--- src/bsdp_pkg.sv ---
// ============================================================================
// bsdp_pkg: shared types and constants
// Widths, float encodings and the working float frame that the block-scaled
// int8 dot product unit passes between its normaliser and rounder.
// ============================================================================
package bsdp_pkg;

  localparam int LANES      = 4;
  localparam int LANE_ELEMS = 8;
  localparam int BYTE_W     = 8;
  localparam int WORD_W     = LANE_ELEMS * BYTE_W;
  localparam int PROD_W     = 16;
  localparam int LANE_SUM_W = 19;
  localparam int ISUM_W     = 21;
  localparam int MAG_W      = 20;
  localparam int MANT_W     = 24;
  localparam int EXP_W      = 12;
  localparam int FRAME_W    = 64;

  localparam logic [31:0] CANON_NAN = 32'h7FC0_0000;
  localparam logic [7:0]  EXP_MAX   = 8'hFF;

  // Value of a frame is m * 2^(e - 63); normalised when m[63] is set.
  typedef struct packed {
    logic signed [EXP_W-1:0] e;
    logic [FRAME_W-1:0]      m;
  } bsdp_xf_t;

  typedef struct packed {
    logic     sign;
    logic     sticky;
    bsdp_xf_t x;
  } bsdp_rnd_t;

  function automatic logic [MANT_W-1:0] f_mant(input logic [31:0] f);
    return {|f[30:23], f[22:0]};
  endfunction

  function automatic logic [7:0] f_exp_eff(input logic [31:0] f);
    return (f[30:23] == 8'd0) ? 8'd1 : f[30:23];
  endfunction

  function automatic logic f_is_nan(input logic [31:0] f);
    return (f[30:23] == EXP_MAX) && (|f[22:0]);
  endfunction

  function automatic logic f_is_inf(input logic [31:0] f);
    return (f[30:23] == EXP_MAX) && !(|f[22:0]);
  endfunction

  function automatic logic f_is_zero(input logic [31:0] f);
    return !(|f[30:0]);
  endfunction

endpackage

--- src/bsdp_lane.sv ---
// ============================================================================
// bsdp_lane: one int8 multiply lane group
// Eight signed byte products of one activation word and one weight word,
// registered, then summed into a registered lane total.
// ============================================================================
module bsdp_lane (
  input  logic                                  clk,
  input  logic                                  load_i,
  input  logic [bsdp_pkg::WORD_W-1:0]           act_i,
  input  logic [bsdp_pkg::WORD_W-1:0]           wgt_i,
  output logic signed [bsdp_pkg::LANE_SUM_W-1:0] sum_o
);
  import bsdp_pkg::*;

  logic signed [PROD_W-1:0]     prod_r [LANE_ELEMS];
  logic signed [LANE_SUM_W-1:0] sum_r;
  logic signed [LANE_SUM_W-1:0] sum_nxt;

  always_ff @(posedge clk) begin
    if (load_i) begin
      for (int k = 0; k < LANE_ELEMS; k++) begin
        prod_r[k] <= $signed(act_i[k*BYTE_W +: BYTE_W]) * $signed(wgt_i[k*BYTE_W +: BYTE_W]);
      end
    end
  end

  always_comb begin
    sum_nxt = '0;
    for (int k = 0; k < LANE_ELEMS; k++) begin
      sum_nxt = sum_nxt + LANE_SUM_W'(prod_r[k]);
    end
  end

  always_ff @(posedge clk) begin
    sum_r <= sum_nxt;
  end

  assign sum_o = sum_r;

endmodule

--- config.mk ---
export PLATFORM = sky130hd
export DESIGN_NAME = bsdp_lane
export DESIGN_NICKNAME = d
export VERILOG_FILES = /design/src/bsdp_pkg.sv /design/src/bsdp_lane.sv
export SDC_FILE = /design/constraint.sdc
export NUM_CORES = 2
export LEC_CHECK = 0
export ABC_AREA = 1
export BUFFER_PORTS_ARGS = -buffer_cell sky130_fd_sc_hd__clkbuf_2
export CAP_MARGIN = 25
export CORE_UTILIZATION = 42
export CTS_BUF_LIST = sky130_fd_sc_hd__clkbuf_8
export DETAILED_ROUTE_END_ITERATION = 16
export PLACE_DENSITY_LB_ADDON = 0.12
export SYNTH_ARGS = -nofsm -noshare
export SYNTH_HDL_FRONTEND = slang
export SYNTH_SLANG_ARGS = --single-unit
export TNS_END_PERCENT = 1
--- constraint.sdc ---
create_clock -name clk -period 8 [get_ports clk]
set_input_delay 1.2 -clock clk [delete_from_list [all_inputs] [get_ports clk]]
set_output_delay 1.2 -clock clk [all_outputs]
set_load 0.02 [all_outputs]
== Word-level counts from Yosys, hierarchy flattened ==
Memories as Yosys holds them, arrays and structs flattened.
Index checks and enable logic that the tools add are counted.

* Register bits: 19
* RAM bits: 128
* Memories: 1

{| class="wikitable"
|+ Memories
! name !! words !! width !! read ports !! clocked after memory_dff !! wr ports !! RTL line !! source
|-
| prod_r || 8 || 16 || 8 || 0 || 8 || bsdp_lane.sv:15 || <nowiki>logic signed [PROD_W-1:0] prod_r [LANE_ELEMS];</nowiki>
|}

* Add/subtract/negate cells: 7
* $mul: 8
* Mux-type cells: 2

{| class="wikitable"
|+ Operator list
! kind !! number
|-
| multiplier 8 x 8 -> 16 bit || 8
|-
| adder 19 x 16 -> 19 bit || 4
|-
| adder 18 x 16 -> 19 bit || 1
|-
| adder 17 x 16 -> 18 bit || 1
|-
| adder 16 x 16 -> 17 bit || 1
|-
| two-way mux 1 bit || 2
|}

== Logic depth before layout (Yosys ltp) ==
* Depth after elaboration: 7
* Mapped depth: 22
* Gate-level depth less buffers: 21

== Worst setup path before layout ==
OpenSTA, ideal clock, no wires.

* Kind: input to register
* Start point: input act_i[15] in the netlist's numbering
* End point: memory prod_r[1][15] (netlist: prod_r[0][31]) (data pin)
* Library setup time: 0.252 ns
* Arrival: 4.758 ns
* Setup slack: 2.989 ns
* Cell stages on the path: 17
* Buffers on the path: 1
* Path through: clkbuf_1 nand2_1 fa_1 inv_1 fa_1 inv_1 fa_1 inv_1 fa_1 ha_1 a21o_1 nor2_1 nand2_1 nor2_1 inv_1 nand2_1 nand2_1

{| class="wikitable"
|+ RTL lines
! what !! RTL line !! source
|-
| start, declared || bsdp_lane.sv:9 || <nowiki>input logic [bsdp_pkg::WORD_W-1:0] act_i,</nowiki>
|-
| end, declared || bsdp_lane.sv:15 ||
|}

==> results_dict.tcl <==
set metrics [dict create \
    status "complete, no violations" \
    crit_arrival_ns 5.02 \
    die_y_um 267 \
    htree_levels 4 \
    layout-drive-gt1-share 0.0548 \
    place_area_um2 31000 \
    core_um2 69100 \
    dieWidth_um 267 \
    clock_sinks 147 \
    routed_wirelength_um 62600 \
    crit_fanout 9 \
    rsz0062_at_grt "no" \
    postCtsSetupBuffers 0 \
    portBuffers 148 \
    overflow 0 \
    cts_tree "yes" \
    final_nets 4666 \
    worst_pin_slew_ns 0.911 \
    relSlewSlack 0.393 \
    final_area_um2 31400 \
    period_share 0.598 \
    viasPerCell 4.43 \
    cts_inserted_buffers 17 \
    final_cell_mix "1309 x inv_1, 811 x nand2_1, 539 x fa_1, 251 x ha_1, 147 x clkbuf_2" \
    cts-root-buf "clkbuf_8" \
    routabilityCongestion 0.875 \
    synth_seq_cells 147 \
    ios 149 \
    slew_violations 0 \
    drt_iter0_markers 938 \
    cp-startpoint "wgt_i[23]" \
    antenna_found_initial 0 \
    cp_slowest_cell "fa_1" \
    drc_errors 0 \
    postRouteAntennaNets 0 \
    critPathMaxStageDelay_ns 0.51 \
    first_global_vias 21700 \
    cp.required_ns 8.23 \
    cp_cell_sequence "clkbuf_2 -> clkinv_1 -> or2_2 -> fa_1 -> fa_1 -> fa_1 -> fa_1 -> inv_1 -> ha_1 -> a21oi_1 -> nor2_1 -> o21ai_0 -> nand3_1 -> nand2_1 -> nand2_1" \
    final_common_cell "inv_1" \
    initial_core_util 0.428 \
    tns_ns 0 \
    grtUsageTotal 0.191 \
    maxCapViolCount 0 \
    synth_cells 3698 \
    syn_to_final_growth_pct 6.16 \
    setup_viol 0 \
    timing.final.crit_period_ns 4.79 \
    grt_pass1_wl_um 109000 \
    num_rows 96 \
    yosysUniqueCellTypes 32 \
    clk_pin_slew_worst_paths_ns 0.09 \
    ys.warnings.count 0 \
    firstDrtPassIters 8 \
    max_freq_ghz 0.209 \
    fin_skew_ns 0.0165 \
    die_area_um2 71500 \
    reg2reg_from "prod_r[1][2]$_DFFE_PP_" \
    syn_avg_cell_area_um2 7.99 \
    holdBufCountCts 0 \
    antenna_cells 0 \
    hold_path_class "register to register" \
    cp-start-kind "input pin" \
    ctsResizeCount 0 \
    endpoint_kind "register" \
    hold_viol 0 \
    ys_seq_area_frac 0.143 \
    crit_type "input pin to register" \
    syn_nets 4618 \
    grt_max_degree 73 \
    hpwl_um 55100 \
    hold_start "prod_r[1][48]$_DFFE_PP_" \
    clk-insertion-delay-late_ns 0.48 \
    wl_per_cell_um 13.3 \
    netlist_area_um2 29600 \
    clockBufferDepth 2 \
    vias 20800 \
    cpMostUsedCell "fa_1" \
]
## critical path, delay by kind of cell
kind	cells	cell delay, ns
and+or+nand+nor	5	0.68
buffers and inverters	3	0.35
adders and majority gates	5	2.24
AOI/OAI and AO/OA	2	0.54
## state kept, by name (all words and copies together), names as in the netlist
register	flops
sum_o	19
prod_r	128
## synth_stat cells (all sizes together)
| cell type | number | area (µm²) |
|---|---|---|
| inv | 1306 | 4900 |
| nand2 | 813 | 3060 |
| fa | 539 | 10800 |
| ha | 251 | 3140 |
| nor2 | 142 | 538 |
| edfxtp | 128 | 3840 |
| clkbuf | 120 | 450 |
| nand3 | 88 | 445 |
| a21oi | 68 | 348 |
| xor2 | 58 | 508 |
| o21ai | 47 | 265 |
| xnor2 | 45 | 394 |
| dfxtp | 19 | 380 |
| a21o | 12 | 90.1 |
| nand4 | 12 | 75.1 |
| or2 | 12 | 75.1 |
| o21bai | 11 | 82.6 |
| nand3b | 8 | 60.1 |
| a31oi | 5 | 31.3 |
| nand2b | 4 | 25.0 |
| and2 | 3 | 20.0 |
| nor3 | 3 | 15.0 |
| or2b | 2 | 15.0 |
| clkinv | 1 | 3.75 |
| o21a | 1 | 7.51 |
## through the flow
step | hold slack (ns) | setup WS [ns] | util | instances
detailed placement | 0.699 | 2.75 | 0.449 | 4658
finish | 0.744 | 3.21 | 0.454 | 4690
global placement | 0.715 | 2.74 | 0.449 | 4658
floorplan | 0.547 | 2.99 | - | 3698
CTS | 0.733 | 3.26 | 0.454 | 4690
global route | 0.765 | 2.97 | 0.454 | 4690
## routing by layer
metal,track usage,part of all wire
met1,0.263,0.47
met2,0.336,0.50
met3,0.0145,0.019
met4,0.0267,0.0094
met5,0,0
## final timing paths
kind | end | slack (ns) | cells after the start
setup / recovery | prod_r[0][46]$_DFFE_PP_ | 3.21 | 15
hold / removal | sum_o[0]$_DFF_P_ | 0.74 | 2
setup reg to reg | sum_o[16]$_DFF_P_ | 3.83 | 16
hold reg to reg | sum_o[0]$_DFF_P_ | 0.74 | 2
## cell families after synthesis
family / after synthesis / share of synthesized area
simple gates: 1087 / 0.146
fa+ha+maj: 790 / 0.471
flops: 147 / 0.143
buf+inv: 1427 / 0.181
compound gates: 144 / 0.0279
xor+xnor: 103 / 0.0305
## layout make-up
class / instances / area (µm²)
multi-input combinational: 2124 / 20000
tap: 931 / 1160
timing repair buffer: 149 / 751
clock buffer: 17 / 234
inverter: 1307 / 4910
sequential: 147 / 4220
fill: 7068 / 37700
clock inverter: 15 / 123
Power is left out: the tool's default activity adds up to more than one toggle a clock period on the data nets, which glitch-free logic cannot reach.
