File: src/bsdp_pkg.sv
// ============================================================================
// bsdp_pkg: shared types and constants
// Widths, float encodings and the working float frame that the block-scaled
// int8 dot product unit passes between its normaliser and rounder.
// ============================================================================
package bsdp_pkg;

  localparam int LANES      = 4;
  localparam int LANE_ELEMS = 8;
  localparam int BYTE_W     = 8;
  localparam int WORD_W     = LANE_ELEMS * BYTE_W;
  localparam int PROD_W     = 16;
  localparam int LANE_SUM_W = 19;
  localparam int ISUM_W     = 21;
  localparam int MAG_W      = 20;
  localparam int MANT_W     = 24;
  localparam int EXP_W      = 12;
  localparam int FRAME_W    = 64;

  localparam logic [31:0] CANON_NAN = 32'h7FC0_0000;
  localparam logic [7:0]  EXP_MAX   = 8'hFF;

  // Value of a frame is m * 2^(e - 63); normalised when m[63] is set.
  typedef struct packed {
    logic signed [EXP_W-1:0] e;
    logic [FRAME_W-1:0]      m;
  } bsdp_xf_t;

  typedef struct packed {
    logic     sign;
    logic     sticky;
    bsdp_xf_t x;
  } bsdp_rnd_t;

  function automatic logic [MANT_W-1:0] f_mant(input logic [31:0] f);
    return {|f[30:23], f[22:0]};
  endfunction

  function automatic logic [7:0] f_exp_eff(input logic [31:0] f);
    return (f[30:23] == 8'd0) ? 8'd1 : f[30:23];
  endfunction

  function automatic logic f_is_nan(input logic [31:0] f);
    return (f[30:23] == EXP_MAX) && (|f[22:0]);
  endfunction

  function automatic logic f_is_inf(input logic [31:0] f);
    return (f[30:23] == EXP_MAX) && !(|f[22:0]);
  endfunction

  function automatic logic f_is_zero(input logic [31:0] f);
    return !(|f[30:0]);
  endfunction

endpackage

File: src/bsdp_norm.sv
// ============================================================================
// bsdp_norm: iterative normaliser
// Shifts a 64-bit frame left until its top bit is set, trying 32, 16, 8, 4,
// 2 and 1 positions in turn, and adjusts the exponent.
// ============================================================================
module bsdp_norm (
  input  logic                clk,
  input  logic                rst_n,
  input  logic                start_i,
  input  bsdp_pkg::bsdp_xf_t  x_i,
  output bsdp_pkg::bsdp_xf_t  x_o,
  output logic                busy_o,
  output logic                done_o
);
  import bsdp_pkg::*;

  localparam int STEPS = 6;

  bsdp_xf_t   x_r, x_nxt;
  logic [2:0] cnt_r;
  logic       busy_r;
  logic       done_r;
  logic       top_zero;
  logic [5:0] amt;

  always_comb begin
    unique case (cnt_r)
      3'd0: begin top_zero = ~|x_r.m[63:32]; amt = 6'd32; end
      3'd1: begin top_zero = ~|x_r.m[63:48]; amt = 6'd16; end
      3'd2: begin top_zero = ~|x_r.m[63:56]; amt = 6'd8;  end
      3'd3: begin top_zero = ~|x_r.m[63:60]; amt = 6'd4;  end
      3'd4: begin top_zero = ~|x_r.m[63:62]; amt = 6'd2;  end
      3'd5: begin top_zero = ~x_r.m[63];     amt = 6'd1;  end
      default: begin top_zero = 1'b0; amt = 6'd0; end
    endcase
    x_nxt = x_r;
    if (top_zero) begin
      x_nxt.m = x_r.m << amt;
      x_nxt.e = x_r.e - EXP_W'(amt);
    end
  end

  always_ff @(posedge clk) begin
    if (start_i) begin
      x_r <= x_i;
    end else if (busy_r) begin
      x_r <= x_nxt;
    end
  end

  always_ff @(posedge clk) begin
    if (!rst_n) begin
      busy_r <= 1'b0;
      done_r <= 1'b0;
      cnt_r  <= '0;
    end else if (start_i) begin
      busy_r <= 1'b1;
      done_r <= 1'b0;
      cnt_r  <= '0;
    end else if (busy_r) begin
      cnt_r <= cnt_r + 3'd1;
      if (cnt_r == 3'(STEPS - 1)) begin
        busy_r <= 1'b0;
        done_r <= 1'b1;
      end
    end else begin
      done_r <= 1'b0;
    end
  end

  assign x_o    = x_r;
  assign busy_o = busy_r;
  assign done_o = done_r;

endmodule

File: config.mk
export PLATFORM = sky130hd
export DESIGN_NAME = bsdp_norm
export DESIGN_NICKNAME = d
export VERILOG_FILES = /design/src/bsdp_pkg.sv /design/src/bsdp_norm.sv
export SDC_FILE = /design/constraint.sdc
export NUM_CORES = 1
export LEC_CHECK = 0
export ABC_AREA = 1
export BUFFER_PORTS_ARGS = -buffer_cell sky130_fd_sc_hd__buf_2
export CORE_AREA = 2 2 145 147
export CTS_CLUSTER_SIZE = 24
export DETAILED_ROUTE_END_ITERATION = 16
export DIE_AREA = 0 0 147 149
export HOLD_SLACK_MARGIN = 0.1
export SYNTH_ARGS = -nofsm -noshare
export SYNTH_HDL_FRONTEND = slang
export SYNTH_SLANG_ARGS = --single-unit
File: constraint.sdc
create_clock -name clk -period 4.87 [get_ports clk]
set_clock_uncertainty 0.15 [all_clocks]
set_input_delay 0.974 -clock clk [delete_from_list [all_inputs] [get_ports clk]]
set_output_delay 0.974 -clock clk [all_outputs]
set_load 0.01 [all_outputs]
### Word-level counts from Yosys, hierarchy flattened

Index checks and enable logic that the tools add are counted.

* latch bits: 0
* bits in registers: 81
* bits of input ports: 79
* logic and storage cells: 40
* RAM bits: 0
* memory bits (read-only): 0
* memories: 0

* divide/modulo/power cells: 0
* eq/ne operators: 5
* $add $sub $neg: 2
* $lt $le $gt $ge: 0
* shift operators: 1
* bitwise gates (word level): 3
* mux-type cells: 8
* reductions and logical operators: 16
* multipliers: 0

Operators by type and width (number)
* $mux 76: 3
* $shl 64x6->64: 1
* $pmux 6 s6: 1
* $reduce_or 32->1: 1
* $reduce_or 16->1: 1
* $sub 12x6->12: 1
* $reduce_or 8->1: 1
* $eq 3x2->1 const B: 2
* $eq 3x3->1 const B: 2
* $pmux 1 s6: 1
* $logic_not 1->1: 5
* $reduce_bool 2->1: 2
* $reduce_or 2->1: 2
* $reduce_or 4->1: 1
* $add 3x1->3 const B: 1
* $eq 3x1->1 const B: 1
* $logic_not 3->1: 1
* $mux 1: 3
* $not 1->1: 3
* $reduce_or 3->1: 1
* $reduce_and 2->1: 1

### Logic depth before layout (Yosys ltp)

* word-level depth: 6
* gate-level depth with buffers: 16

### Worst setup path after synthesis

OpenSTA, ideal clock, no wires.

* path type: reg-to-reg
* start point: register cnt_r[1]
* end point: register x_r (netlist bit x_o[0]) (enable)
* data arrival time: 2793 ps
* cell stages (with the launch flop): 12
* slack: 1499 ps
* buffers on the path: 3
* data required time: 4292 ps
* cell sequence: dfxtp_1 inv_1 ha_1 buf_4 nand2_2 buf_6 buf_2 o21ai_0 nor2_1 nand4_1 nand2_1 inv_1

* cells in the longest elaborated chain, start to end: 4
* elaborated cells between the ends (all ways): 9
* classes of those cells: eq/ne: 5; mux: 1; reduce/logical: 3

RTL lines
* start, declared: line bsdp_norm.sv:20 `logic [2:0] cnt_r;`
* start signal, assigned: line bsdp_norm.sv:61 `cnt_r <= cnt_r + 3'd1;`
* $eq 3x3->1, or another cell as far along: line bsdp_norm.sv:27 `unique case (cnt_r)`
* $pmux 1 s6 *: line bsdp_norm.sv:27
* $reduce_bool 2->1 (no line) *
* $reduce_and 2->1 (no line) *
* end signal, assigned: line bsdp_norm.sv:45 `x_r <= x_i;`
* end signal, assigned: line bsdp_norm.sv:47 `x_r <= x_nxt;`
* end, declared: line bsdp_norm.sv:19 `bsdp_xf_t x_r, x_nxt;`

Mark *: on every way between the ends. The rest lies on a longest branch, timed or not.
A chain may end at the register's enable or synchronous reset.

### Worst setup path after layout

* start point: register cnt_r[2]
* end point: register x_r (netlist bit x_o[73]) (data pin)

* cells in the longest elaborated chain, start to end: 6
* elaborated cells between the ends (all ways): 11
* classes of those cells: add/sub: 1; eq/ne: 5; mux: 4; reduce/logical: 1

RTL lines
* $eq 3x3->1, or another cell as far along: line bsdp_norm.sv:27
* $pmux 6 s6 *: line bsdp_norm.sv:27
* $sub 12x6->12 *: line bsdp_norm.sv:39 `x_nxt.e = x_r.e - EXP_W'(amt);`
* $mux 76 *: line bsdp_norm.sv:37 `if (top_zero) begin`
* $mux 76 *: line bsdp_norm.sv:46 `end else if (busy_r) begin`
* $mux 76 *: line bsdp_norm.sv:44 `if (start_i) begin`

Mark *: on every way between the ends. The rest lies on a longest branch, timed or not. The select of a mux whose other input is x is not followed.

==> impl_metrics.json <==
{
  "powerDensity_nw_per_um2": 253,
  "postCtsSetupBuffers": 0,
  "dr.pass1.iters": 6,
  "finalCriticalPeriod_ns": 3.62,
  "clock-root-buffer": "clkbuf_16",
  "finalSetupTns_ns": 0,
  "cp.arrival_ns": 3.58,
  "drt-total-wl_microns": 33800,
  "critPathBufInv": 3,
  "wl_per_cell_microns": 20.4,
  "rsz0062_at_grt": "no",
  "grt_pass1_wl_microns": 50400,
  "final_nets": 1465,
  "slew_headroom_pct": 27.6,
  "start_util_pct": 38.9,
  "ys_seq_elements": 81,
  "synth_edf_count": 76,
  "hold_viol_final": 0,
  "cp_common_cell": "nand2_1",
  "path_clk_slew_ns": 0.08,
  "drv_cap": 0,
  "grt_overflow": 0,
  "worst_pin_slew_ns": 1.09,
  "status": "complete, no violations",
  "drive_above_1_share_pct": 15.1,
  "p_int_w": 0.00143,
  "clock-sinks": 81,
  "cp_max_fo": 69,
  "p_sw_w": 0.000881,
  "synth_area_leader_cell": "nand3_1",
  "path_class": "reg -> reg",
  "post_cts_resized": 0,
  "grt_pass1_vias": 8710,
  "htree_levels": 3,
  "end_kind": "flop",
  "die_area_sq_um": 21900,
  "hold_start": "cnt_r[0]",
  "yosysSeqAreaShare_pct": 29.8,
  "cp-start-kind": "flop",
  "pin_count": 157,
  "drv_slew": 0,
  "crit_required_ns": 4.83,
  "grtUsageTotal_pct": 30.3,
  "p_leak_nw": 4.33,
  "crit_family": "flip-flops",
  "fp.dieH_microns": 149,
  "critPathLaunch": "cnt_r[2]",
  "place_congestion": 0.976,
  "peakVddDrop_mv": 0.163,
  "ys_types": 37,
  "switching_share_pct": 38.2,
  "viasPerCell": 5.87,
  "max_freq_mhz": 276,
  "drcViolationCount": 0,
  "grt_start_max_net_pins": 74,
  "place_hpwl_microns": 24800,
  "hold_class": "reg -> reg",
  "synthTopCellsByCount": "nand3_1, nand2_1, edfxtp_1",
  "vias": 9695,
  "cts_inserted_buffers": 9,
  "p_comb_share_pct": 30.3,
  "tritoncts": "done",
  "critical_path.cell_chain": "inv_2 -> nand2_2 -> buf_4 -> ha_1 -> a21o_1 -> a21boi_0 -> nand2_1 -> inv_1 -> nand2_1 -> nand2_1 -> a31oi_1",
  "yosysMostFrequentCell": "nand3_1",
  "yosysWarnings": 0,
  "max_stage_delay_ns": 1.05,
  "rows": 53,
  "fin_crit_sh_pct": 74.3,
  "io_buffers": 156,
  "fillerInstances": 2275,
  "synth_fp_nets": 1374,
  "drt-initial-drc-count": 1201,
  "synth_area_leaders": "nand3_1, edfxtp_1, nand2_1",
  "fp.dieW_microns": 147,
  "antenna_found_initial": 0,
  "clock_path_buffers": 2,
  "r2r-start": "cnt_r[2]",
  "antenna_left": 0,
  "syn_to_final_growth_pct": 13.9,
  "power_frac_seq_pct": 39.0,
  "synth_flop_cell": "edfxtp_1",
  "antennaDiodeCount": 0,
  "clkLatencyLatePin_ns": 0.36,
  "syn_area_sq_um": 8010,
  "slowest_stage": "dfxtp_2",
  "finalSetupViolCount": 0,
  "syn_avg_cell_area_sq_um": 6.24,
  "async_reset_ff_share_pct": 0,
  "timing.hold.ws_ns": 0.361,
  "syn-instance-count": 1282,
  "clkPwrFrac_pct": 30.8,
  "holdBufCountCts": 0,
  "synth_top_cell_area_share_pct": 34.3,
  "coreArea_sq_um": 20600
}
worst reg2reg max path: cells and delay by family, from the launching register on:
family	cells	cell delay [ns]
AO/OA/AOI/OAI	3	0.54
adder cells (fa/ha/maj)	1	0.42
buffers and inverters	3	0.85
flip-flops	1	1.05
AND/OR/NAND/NOR	4	0.36
power by group through the flow:
stage / sequential, W / clock (W) / combinational [W]
final: 0.000900 / 0.000710 / 0.000699
after global routing: 0.000905 / 0.000741 / 0.000772
after CTS: 0.000899 / 0.000716 / 0.000691
after detailed placement: 0.000915 / 0 / 0.000688
after global placement: 0.000915 / 0 / 0.000687
after floorplan: 0.000918 / 0 / 0.000427
final cells by class:
| cell class | instances | area, sq um | share of cell area, % |
|---|---|---|---|
| clock buffer | 9 | 225 | 2.47 |
| timing repair buffer | 171 | 906 | 9.93 |
| inverter | 80 | 300 | 3.29 |
| tap | 275 | 344 | 3.77 |
| multi-input combinational | 1030 | 4890 | 53.7 |
| clock inverter | 7 | 67.6 | 0.741 |
| sequential | 81 | 2380 | 26.1 |
metal layers:
layer	track usage (%)	vias to the layer above	share of wire (%)
met5	0	-	0
met4	14.7	0	5.0
met3	4.62	86	7.5
met2	48.1	492	45
met1	40.5	4490	42
li1	-	4627	-
per-stage QoR:
stage          setup slack [ns]  utilization [%]  instance area (sq um)  cells  total power (W)
5_1_grt                   0.995             44.4                   9120   1653          0.00242
2_1_floorplan              1.50                -                   8010   1282          0.00135
6_report                   1.25             44.4                   9120   1653          0.00231
4_1_cts                    1.28             44.4                   9120   1653          0.00231
3_5_place_dp               1.06             42.9                   8830   1637          0.00160
3_3_place_gp               1.07             42.9                   8830   1637          0.00160
cell usage in the layout (no fill, tap or decap), drive strengths merged, types with 3 or more instances in the layout:
| cell | synthesis | layout |
|---|---|---|
| a21oi | 12 | 12 |
| a22o | 4 | 4 |
| buf | 57 | 171 |
| clkbuf | 34 | 9 |
| dfxtp | 5 | 5 |
| edfxtp | 76 | 76 |
| ha | 12 | 12 |
| inv | 79 | 85 |
| nand2 | 352 | 352 |
| nand3 | 549 | 549 |
| nand3b | 4 | 4 |
| nand4 | 15 | 15 |
| nor2 | 41 | 41 |
| o21ai | 21 | 21 |
| o31ai | 3 | 3 |
final timing paths:
path	cells after the start	to	slack, ns
max	11	x_o[73]	1.25
min	2	cnt_r[0]	0.36
max reg2reg	11	x_o[73]	1.25
min reg2reg	2	cnt_r[0]	0.36
sequential cells by signal (all words and copies together), names as in the netlist:
name and cells:
x_o 76, cnt_r 3, busy_o 1, done_o 1
logic make-up after synthesis:
| group | count (synthesis) | share of synthesized area, % |
|---|---|---|
| XOR/XNOR | 1 | 0.109 |
| AND/OR/NAND/NOR | 965 | 54.8 |
| adder cells (fa/ha/maj) | 13 | 2.13 |
| flip-flops | 81 | 29.8 |
| AO/OA/AOI/OAI | 51 | 3.89 |
| buffers and inverters | 171 | 9.35 |
(Power assumes the default switching activity.)
