`src/bsdp_pkg.sv`:
```
// ============================================================================
// bsdp_pkg: shared types and constants
// Widths, float encodings and the working float frame that the block-scaled
// int8 dot product unit passes between its normaliser and rounder.
// ============================================================================
package bsdp_pkg;

  localparam int LANES      = 4;
  localparam int LANE_ELEMS = 8;
  localparam int BYTE_W     = 8;
  localparam int WORD_W     = LANE_ELEMS * BYTE_W;
  localparam int PROD_W     = 16;
  localparam int LANE_SUM_W = 19;
  localparam int ISUM_W     = 21;
  localparam int MAG_W      = 20;
  localparam int MANT_W     = 24;
  localparam int EXP_W      = 12;
  localparam int FRAME_W    = 64;

  localparam logic [31:0] CANON_NAN = 32'h7FC0_0000;
  localparam logic [7:0]  EXP_MAX   = 8'hFF;

  // Value of a frame is m * 2^(e - 63); normalised when m[63] is set.
  typedef struct packed {
    logic signed [EXP_W-1:0] e;
    logic [FRAME_W-1:0]      m;
  } bsdp_xf_t;

  typedef struct packed {
    logic     sign;
    logic     sticky;
    bsdp_xf_t x;
  } bsdp_rnd_t;

  function automatic logic [MANT_W-1:0] f_mant(input logic [31:0] f);
    return {|f[30:23], f[22:0]};
  endfunction

  function automatic logic [7:0] f_exp_eff(input logic [31:0] f);
    return (f[30:23] == 8'd0) ? 8'd1 : f[30:23];
  endfunction

  function automatic logic f_is_nan(input logic [31:0] f);
    return (f[30:23] == EXP_MAX) && (|f[22:0]);
  endfunction

  function automatic logic f_is_inf(input logic [31:0] f);
    return (f[30:23] == EXP_MAX) && !(|f[22:0]);
  endfunction

  function automatic logic f_is_zero(input logic [31:0] f);
    return !(|f[30:0]);
  endfunction

endpackage

```
`src/bsdp_round.sv`:
```
// ============================================================================
// bsdp_round: single-precision rounder
// Rounds a normalised frame plus sticky bit to the nearest even single,
// covering subnormal results and overflow to infinity.
// ============================================================================
module bsdp_round (
  input  bsdp_pkg::bsdp_rnd_t r_i,
  output logic [31:0]         bits_o
);
  import bsdp_pkg::*;

  logic signed [EXP_W:0] biased;
  logic signed [EXP_W:0] sub_sh;
  logic                  normal;
  logic [6:0]            sh;
  logic [127:0]          wide;
  logic [FRAME_W-1:0]    kept;
  logic                  rnd;
  logic                  st;
  logic                  inc;
  logic [MANT_W:0]       rounded;
  logic [EXP_W:0]        expbase;
  logic [35:0]           total;

  always_comb begin
    biased = $signed({r_i.x.e[EXP_W-1], r_i.x.e}) + 13'sd127;
    normal = (biased > 13'sd0);
    sub_sh = 13'sd41 - biased;
    if (normal) begin
      sh = 7'd40;
    end else if (sub_sh > 13'sd127) begin
      sh = 7'd127;
    end else begin
      sh = sub_sh[6:0];
    end
    wide    = {r_i.x.m, 64'b0} >> sh;
    kept    = wide[127:64];
    rnd     = wide[63];
    st      = (|wide[62:0]) | r_i.sticky;
    inc     = rnd & (st | kept[0]);
    rounded = kept[MANT_W:0] + (MANT_W+1)'(inc);
    expbase = normal ? 13'(biased - 13'sd1) : '0;
    // A carry out of the mantissa moves into the exponent field by itself.
    total   = {expbase, 23'b0} + 36'(rounded);
    if (total[35:23] >= 13'd255) begin
      bits_o = {r_i.sign, EXP_MAX, 23'b0};
    end else begin
      bits_o = {r_i.sign, total[30:0]};
    end
  end

endmodule
```
`config.mk`:
```
export PLATFORM = sky130hd
export DESIGN_NAME = bsdp_round
export DESIGN_NICKNAME = d
export VERILOG_FILES = /design/src/bsdp_pkg.sv /design/src/bsdp_round.sv
export SDC_FILE = /design/constraint.sdc
export NUM_CORES = 1
export LEC_CHECK = 0
export ABC_AREA = 1
export BUFFER_PORTS_ARGS = -buffer_cell sky130_fd_sc_hd__buf_2
export CAP_MARGIN = 20
export CORE_MARGIN = 2
export CORE_UTILIZATION = 56
export DETAILED_ROUTE_END_ITERATION = 6
export PLACE_DENSITY = 0.83
export SYNTH_ARGS = -nofsm -noshare
export SYNTH_HDL_FRONTEND = slang
export SYNTH_SLANG_ARGS = --single-unit
```
`constraint.sdc`:
```
create_clock -name vclk -period 13.1
set_input_delay 3.93 -clock vclk [all_inputs]
set_output_delay 3.93 -clock vclk [all_outputs]
set_load 0.05 [all_outputs]
```
==> results of run 1 <==
## stage by stage
stage / utilization [%] / hold WS [ns]
2_1_floorplan: - / 8.03
3_3_place_gp: 80.6 / 7.86
3_5_place_dp: 80.6 / 7.86
4_1_cts: 91.3 / 7.86
## metal layers
layer / overflow / GRT usage [%]
met1: 0 / 77.2
met2: 42 / 95.9
met3: 4 / 60.6
met4: 45 / 81.7
met5: 1 / 35.3
## Yosys cell counts, types with 2 or more instances
master / number
nor2_2: 9
nand3b_1: 3
or2_2: 5
o21ai_0: 27
xnor2_1: 14
nand4_1: 29
ha_1: 9
a21oi_1: 19
inv_1: 64
nor2_1: 129
buf_4: 7
nor3_1: 9
o21ai_1: 5
nand3_1: 622
nor4_1: 3
a31oi_1: 5
buf_1: 17
buf_8: 2
nand2_4: 6
xor2_1: 12
clkbuf_1: 31
buf_6: 4
nand2_1: 448
inv_2: 14
nand2_2: 15
a21oi_2: 2
buf_2: 36
and2_1: 12
nand3_2: 5
nor2_4: 4
nor3_2: 2
## cell families after synthesis
kind of cell / count (synthesis) / share of synthesized area [%]
AOI/OAI and AO/OA: 66 / 4.96
xor gates and xnor gates: 27 / 3.23
adders and majority gates: 10 / 1.75
and+or+nand+nor: 1303 / 79.3
buffers and inverters: 178 / 10.7
## what timing repair did
item	in CTS
cloned	10
setup buffers	36
resized for setup	208
pin swaps	40
endpoints found under the setup margin	31
==> out/qor.csv, run 1 <==
metric,value,unit
outcome,aborted with a tool error,
Fail Step,global routing (5_1_grt),
Error,[ERROR GRT-0116] Global routing finished with congestion. Check the congestion regions in the DRC Viewer.,
Post-Syn Area per Cell,4.77,um^2
Synth top area share,41.2,%
Synth Cell Area,7560,um^2
hold_buf cts,0,
Die X,120,um
row count,42,
Syn Nets,1672,
Post-Synthesis Cells,1584,
"area leader, netlist",nand3_1,
Die Height,120,um
Total GRT Usage,78.4,%
GRT overflow,92,
Port Buffers,108,
number of global-route vias before repair,16689,
IO Count,110,
Netlist cell types,46,
register area share after synthesis,0,%
first-pass GRT wire length,89300,um
DP Wirelength,28600,um
Final GP Congestion,1.12,
pre-CTS WS,-0.975,ns
DP Area,10600,um^2
largest net degree at the start of global routing,46,
Area contributors post-synth,"nand3_1 41%, nand2_1 22%, nor2_1 6.4%, inv_1 3.2%, nand4_1 2.4%",
yosys warns,0,
Starting Density,57.3,%
Inst Count DP,2059,
==> run 2, diff against run 1 <==
--- a/config.mk
+++ b/config.mk
@@ -9,9 +9,9 @@
 export BUFFER_PORTS_ARGS = -buffer_cell sky130_fd_sc_hd__buf_2
 export CAP_MARGIN = 20
 export CORE_MARGIN = 2
-export CORE_UTILIZATION = 56
+export CORE_UTILIZATION = 40
 export DETAILED_ROUTE_END_ITERATION = 6
-export PLACE_DENSITY = 0.83
+export PLACE_DENSITY_LB_ADDON = 0.15
 export SYNTH_ARGS = -nofsm -noshare
 export SYNTH_HDL_FRONTEND = slang
 export SYNTH_SLANG_ARGS = --single-unit
==> constraint.sdc (replaced) <==
create_clock -name vclk -period 17.03
set_input_delay 5.109 -clock vclk [all_inputs]
set_output_delay 5.109 -clock vclk [all_outputs]
set_load 0.05 [all_outputs]
==> run 2 against run 1 <==
  * The flow now finishes without violations
  * Synthesized cell count unchanged
  * Synthesized area unchanged
==> out/qor.csv, run 2 <==
metric,value,unit
outcome,"finished, final reports clean",
crit path time final,16.70,ns
final period utilization,98.1,%
"area leader, netlist",nand3_1,
Synth top area share,41.2,%
final max-slew violation count,0,
GRT overflow,0,
IO Count,110,
initial antenna violation count,0,
sequential cells,0,
Port Buffers,108,
Hold Path Origin,r_i[77],
area of the die,20000,um^2
share of cells above drive strength 1,17.2,%
Die Height,141,um
first-pass GRT wire length,52400,um
Post-Synthesis Cells,1584,
post-route setup slack,0.328,ns
# diodes,0,
number of remaining DRC errors,0,
Max stage delay on crit path,0.36,ns
highest fanout seen on the critical path,20,
Layout Cells excl Fill,1890,
largest net degree at the start of global routing,74,
Seq. cell area,0,um^2
Netlist cell types,46,
drt via density,6.06,
WHS Endpoint,bits_o[31],
Leakage,4.54,nW
CP Capture Type,output port,
Worst Setup Start Kind,primary input,
type of the worst setup path,primary input to output port,
Worst Path Arrival,11.59,ns
Starting Density,40.6,%
Cells on Worst Hold Path,0,
yosys warns,0,
Pre-Repair DR Iteration Count,6,
number of max-cap violations,0,
Area contributors post-synth,"nand3_1 41%, nand2_1 22%, nor2_1 6.4%, inv_1 3.2%, nand4_1 2.4%",
drt total wl,36200,um
Synth-to-Final Area Change,18.1,%
ANT nets after route,0,
hold_ws,10.22,ns
Inst Count DP,1869,
clk_buf instances,0,
Total GRT Usage,32.2,%
number of global-route vias before repair,10154,
Nets,1746,
pre-CTS WS,-0.0214,ns
Synth Cell Area,7560,um^2
"Top cell by count, worst path",nand3_1,
Worst path slowest cell,o41ai_2,
Routed wire per std cell,19.1,um
most frequent cells in the layout,"598 x nand3_1, 446 x nand2_1, 125 x nor2_1",
row count,50,
total power,511,uW
Die X,141,um
drt initial violations,1252,
normalized max-slew margin,59.4,%
Syn Nets,1672,
final-report setup violation count,0,
Peak VDD IR,0.0288,mV
most common cell in the netlist,nand3_1,
Hold Path Class,primary input to output port,
register area share after synthesis,0,%
DP Wirelength,26800,um
slew of the pin with the lowest slew margin,0.604,ns
"Hold Violations, Final",0,
"most common cell after layout, fill and taps aside",nand3_1,
CP required,11.92,ns
core area,18600,um^2
Post-Syn Area per Cell,4.77,um^2
Post-Route Utilization,47.9,%
pwr dens,57.2,nW/um^2
FMAX,0.0599,GHz
routed vias,11454,
Final GP Congestion,1.04,
"top cells by count, synth","622 x nand3_1, 448 x nand2_1, 129 x nor2_1",
-- run 2: cell counts after synthesis --
Identical to the previous run, type by type.
-- run 2: how the worst max path moves through the flow --
stage	cells after the start	to	from
2_1_floorplan	51	bits_o[7]	r_i[64]
3_3_place_gp	47	bits_o[4]	r_i[64]
3_5_place_dp	46	bits_o[4]	r_i[64]
4_1_cts	45	bits_o[4]	r_i[64]
5_1_grt	53	bits_o[23]	r_i[64]
6_report	44	bits_o[28]	r_i[64]
-- run 2: worst max-delay path: cells and delay by family --
family,cells,cell delay [ns]
simple gates,26,3.27
compound gates,6,1.21
buf+inv,8,0.97
fa+ha+maj,3,0.76
xor+xnor,1,0.27
-- run 2: logic make-up (layout without fill, tap and decap cells) --
group / after synthesis / in the layout / synth area share, %
and+or+nand+nor: 1303 / 1304 / 79.3
buffers and inverters: 178 / 249 / 10.7
AOI/OAI and AO/OA: 66 / 66 / 4.96
xor gates and xnor gates: 27 / 27 / 3.23
adders and majority gates: 10 / 10 / 1.75
-- run 2: final cells by class --
| type | instances | area (um^2) |
|---|---|---|
| timing repair buffer | 169 | 1330 |
| tap | 234 | 293 |
| multi-input combinational | 1407 | 6990 |
| inverter | 80 | 317 |
| fill | 2137 | 9710 |
-- run 2: per-stage QoR --
step	cell area [um^2]	TNS [ns]
after floorplan	7560	0
after global placement	8310	0
after detailed placement	8310	-0.0529
after CTS	8310	0
after global routing	8930	-0.986
final	8930	0
-- run 2: report_power, final --
group          switching, mW  leakage [nW]  internal [mW]
clock                      0             0              0
combinational          0.353          4.54          0.157
sequential                 0             0              0
-- run 2: routing by layer --
layer,up-vias,part of all wire (%),GRT usage [%]
met5,-,0,0
met4,0,4.4,12.3
met3,103,8.6,1.92
met2,651,46,55.5
met1,5157,41,42.2
li1,5543,-,-
-- run 2: timing repair --
item,in CTS,in global routing
cloned,0,12
gates resized for setup,1,83
hold buffers,0,0
endpoints found under the setup margin,5,31
setup buffers,0,9
pin swaps,0,11
No activity file was read; power rests on OpenSTA's default activity.
==> run 3, diff against run 2 <==
--- a/config.mk
+++ b/config.mk
@@ -6,9 +6,8 @@
 export NUM_CORES = 1
 export LEC_CHECK = 0
 export ABC_AREA = 1
-export BUFFER_PORTS_ARGS = -buffer_cell sky130_fd_sc_hd__buf_2
+export BUFFER_PORTS_ARGS = -buffer_cell sky130_fd_sc_hd__buf_4
 export CAP_MARGIN = 20
-export CORE_MARGIN = 2
 export CORE_UTILIZATION = 40
 export DETAILED_ROUTE_END_ITERATION = 6
 export PLACE_DENSITY_LB_ADDON = 0.15
==> run 3 against run 2 <==
  * Setup slack better by 0.079 ns
  * Non-clock buffer count grew 17
  * Sequential share of layout area unchanged
  * Via count down 0.65%
  * Power is 2.2% higher
  * Fmax grew 0.48%
  * First-iteration DRC count down 15%
  * Count of clock-buffer cells in the layout is the same
  * Critical endpoint is now bits_o[23]
==> out/qor.csv, run 3 (same netlist as run 2, synthesis figures left out) <==
metric,value,unit
total power,522,uW
Net Switching,353,uW
CP Capture Type,output port,
Routed wire per std cell,18.3,um
Die Height,139,um
final period utilization,97.6,%
initial antenna violation count,1,
type of the worst setup path,primary input to output port,
most frequent cells in the layout,"596 x nand3_1, 444 x nand2_1, 169 x buf_4",
pwr dens,56.1,nW/um^2
CP required,11.92,ns
drt initial violations,1067,
pre-CTS WS,-0.0396,ns
Clk network pwr share,0,%
normalized max-slew margin,57.0,%
Worst Setup Start Kind,primary input,
area of the die,19500,um^2
Seq. cell area,0,um^2
Leakage,4.67,nW
Hold Path Origin,r_i[77],
Cells on Worst Hold Path,0,
ANT nets after route,0,
part of the power in registers,0,%
drt total wl,34800,um
final max-slew violation count,0,
core area,18300,um^2
Worst path slowest cell,o41ai_2,
internal power,169,uW
sequential cells,0,
Pre-Repair DR Iteration Count,6,
clk_buf instances,0,
# diodes,0,
drt via density,5.97,
largest net degree at the start of global routing,62,
share of cells above drive strength 1,18.6,%
Peak VDD IR,0.0217,mV
Worst Path Arrival,11.51,ns
number of global-route vias before repair,10446,
slew of the pin with the lowest slew margin,0.639,ns
row count,49,
first-pass GRT wire length,54000,um
Logic pwr share,100.0,%
filler instances,2094,
crit path time final,16.62,ns
"Hold Violations, Final",0,
WHS Endpoint,bits_o[31],
hold_buf cts,0,
Die X,139,um
Synth-to-Final Area Change,22.9,%
post-route setup slack,0.407,ns
IO Count,110,
Total GRT Usage,34.5,%
Max stage delay on crit path,0.35,ns
routed vias,11380,
final-report setup violation count,0,
DP Wirelength,28000,um
"Top cell by count, worst path",nand2_1,
FMAX,0.0602,GHz
Port Buffers,108,
Hold Path Class,primary input to output port,
highest fanout seen on the critical path,36,
Starting Density,41.4,%
outcome,"finished, final reports clean",
number of max-cap violations,0,
sw frac,67.6,%
Nets,1766,
"most common cell after layout, fill and taps aside",nand3_1,
number of remaining DRC errors,0,
GRT overflow,0,
Final GP Congestion,0.970,
-- run 3: routing by layer --
| metal | vias up | wire [um] | share of wire [%] | global-route usage (%) |
|---|---|---|---|---|
| met4 | 2 | 1610 | 4.6 | 14.2 |
| li1 | 5583 | - | - | - |
| met1 | 5211 | 15000 | 43 | 44.5 |
| met5 | - | 9 | 0.026 | 0 |
| met2 | 486 | 16200 | 46 | 59.5 |
| met3 | 98 | 2040 | 5.8 | 1.82 |
-- run 3: what timing repair did --
item | in CTS | in global routing
gates cloned | 0 | 6
resized for setup | 2 | 70
setup endpoints to repair | 7 | 31
pin swaps | 0 | 19
setup buffers | 0 | 26
-- run 3: power groups by stage --
stage	Clock, mW	Combinational [mW]	Sequential (mW)
floorplan	0	0.340	0
global placement	0	0.485	0
detailed placement	0	0.484	0
CTS	0	0.486	0
global route	0	0.571	0
finish	0	0.522	0
-- run 3: cell type report --
| cell class | instances | area (um^2) | area share, % |
|---|---|---|---|
| Inverter | 80 | 315 | 3.39 |
| Multi-Input combinational cell | 1409 | 7080 | 76.2 |
| Tap cell | 229 | 287 | 3.08 |
| Timing Repair Buffer | 186 | 1600 | 17.2 |
| Timing Repair inverter | 1 | 7.51 | 0.0808 |
-- run 3: worst max-delay path: cells and delay by family --
| family | cells | cell delay, ns |
|---|---|---|
| buffers and inverters | 11 | 1.52 |
| AND/OR/NAND/NOR | 29 | 3.51 |
| AO/OA/AOI/OAI | 4 | 0.71 |
| adder cells (fa/ha/maj) | 3 | 0.62 |
-- run 3: through the flow --
step / area (um^2) / TNS (ns) / hold WS (ns) / std cells / util (%)
floorplan: 7560 / 0 / 10.39 / 1584 / -
global placement: 8670 / 0 / 10.22 / 1873 / 47.4
detailed placement: 8670 / -0.162 / 10.22 / 1873 / 47.4
CTS: 8680 / 0 / 10.22 / 1873 / 47.5
global route: 9300 / -0.255 / 10.22 / 1905 / 50.9
finish: 9300 / 0 / 10.22 / 1905 / 50.9
-- run 3: how the worst max path moves through the flow --
stage	from	endpoint	slack, ns	cells after the start
after floorplan	r_i[64]	bits_o[7]	0.44	51
after global placement	r_i[65]	bits_o[0]	0.001	51
after detailed placement	r_i[65]	bits_o[0]	-0.04	52
after CTS	r_i[65]	bits_o[0]	0.01	50
after global routing	r_i[64]	bits_o[30]	-0.05	53
final	r_i[64]	bits_o[23]	0.41	47
==> run 4, diff against run 3 <==
==> constraint.sdc (replaced) <==
create_clock -name vclk -period 17.03
set_input_delay 2.5545 -clock vclk [all_inputs]
set_output_delay 2.5545 -clock vclk [all_outputs]
set_load 0.05 [all_outputs]
==> run 4 against run 3 <==
  * Wire length is 14% lower
  * Setup slack gained 3.1 ns
  * Power fell by 11%
  * Sequential cell count unchanged
  * Critical path type unchanged
  * Critical endpoint is now bits_o[4]
==> out/qor.csv, run 4 (same netlist as run 2, synthesis figures left out) <==
metric,value,unit
outcome,"finished, final reports clean",
RSZ-0062 raised after global routing,no,
crit path time final,13.51,ns
Hold Path Origin,r_i[77],
number of global-route vias before repair,9875,
Final GP Congestion,0.997,
Seq. cell area,0,um^2
Setup Buffers After CTS,0,
Layout Cells excl Fill,1835,
hold_buf cts,0,
GRT overflow,0,
most frequent cells in the layout,"621 x nand3_1, 447 x nand2_1, 129 x nor2_1",
DP Wirelength,24000,um
slew of the pin with the lowest slew margin,0.871,ns
drt initial violations,1082,
ANT nets after route,0,
IO Count,110,
pwr dens,56.1,nW/um^2
Critical Path Source,r_i[64],
Port Buffers,108,
first-pass GRT wire length,49300,um
CTS-repair resized insts,0,
# diodes,0,
number of max-cap violations,0,
"Hold Violations, Final",0,
final period utilization,79.4,%
Synth-to-Final Area Change,9.36,%
area of the die,19500,um^2
final-report setup violation count,0,
Total GRT Usage,30.7,%
Routed wire per std cell,16.4,um
"most common cell after layout, fill and taps aside",nand3_1,
row count,49,
clk_buf instances,0,
Peak VDD IR,0.0400,mV
Nets,1696,
final max-slew violation count,0,
Hold Path Class,primary input to output port,
normalized max-slew margin,41.9,%
Starting Density,41.4,%
DP Area,8250,um^2
routed vias,10871,
CP required,14.48,ns
FMAX,0.0740,GHz
core area,18300,um^2
initial antenna violation count,0,
Pre-Repair DR Iteration Count,5,
Final TNS setup,0,ns
Inst Count DP,1834,
total power,464,uW
CP Capture Type,output port,
drt total wl,30100,um
hold_ws,5.11,ns
Worst Path Arrival,10.96,ns
Die Height,139,um
Worst Setup Start Kind,primary input,
type of the worst setup path,primary input to output port,
Worst path slowest cell,buf_4,
filler instances,2124,
Die X,139,um
Final Cell Area,8270,um^2
Post-Route Utilization,45.3,%
Leakage,4.21,nW
number of remaining DRC errors,0,
share of cells above drive strength 1,12.0,%
drt via density,5.92,
largest net degree at the start of global routing,82,
multi-input logic area,6770,um^2
pre-CTS WS,3.42,ns
post-route setup slack,3.52,ns
Max stage delay on crit path,0.64,ns
sequential cells,0,
highest fanout seen on the critical path,81,
## run 4: cell count changes in the layout (fill, tap and decap cells not counted), sizes merged
cell / delta
clkbuf: -2
clkinv: +1
buf: -64
clkinvlp: -3
inv: +1
nand2: -3
## run 4: worst paths after layout
path | to | cells past startpoint
worst max-delay path | bits_o[4] | 48
worst min-delay path | bits_o[31] | 0
## run 4: layer usage
metal | wire, um | track usage (%) | vias up
li1 | - | - | 5444
met1 | 13000 | 40.1 | 4872
met2 | 13800 | 52.2 | 482
met3 | 1910 | 2.00 | 73
met4 | 1310 | 12.2 | 0
met5 | 0 | 0 | -
## run 4: power breakdown
part | internal [mW] | switching [mW] | total, mW
sequential | 0 | 0 | 0
clock | 0 | 0 | 0
combinational | 0.139 | 0.325 | 0.464
total | 0.139 | 0.325 | 0.464
## run 4: layout make-up
type                       count  share of cell area [%]
timing repair buffer         120                    11.0
inverter                      80                    3.66
multi-input combinational   1406                    81.8
tap                          229                    3.46
## run 4: worst max-delay path, delay by kind of cell
kind / cells / cell delay, ns
simple gates: 24 / 3.08
buf+inv: 12 / 3.16
compound gates: 9 / 1.35
fa+ha+maj: 3 / 0.71
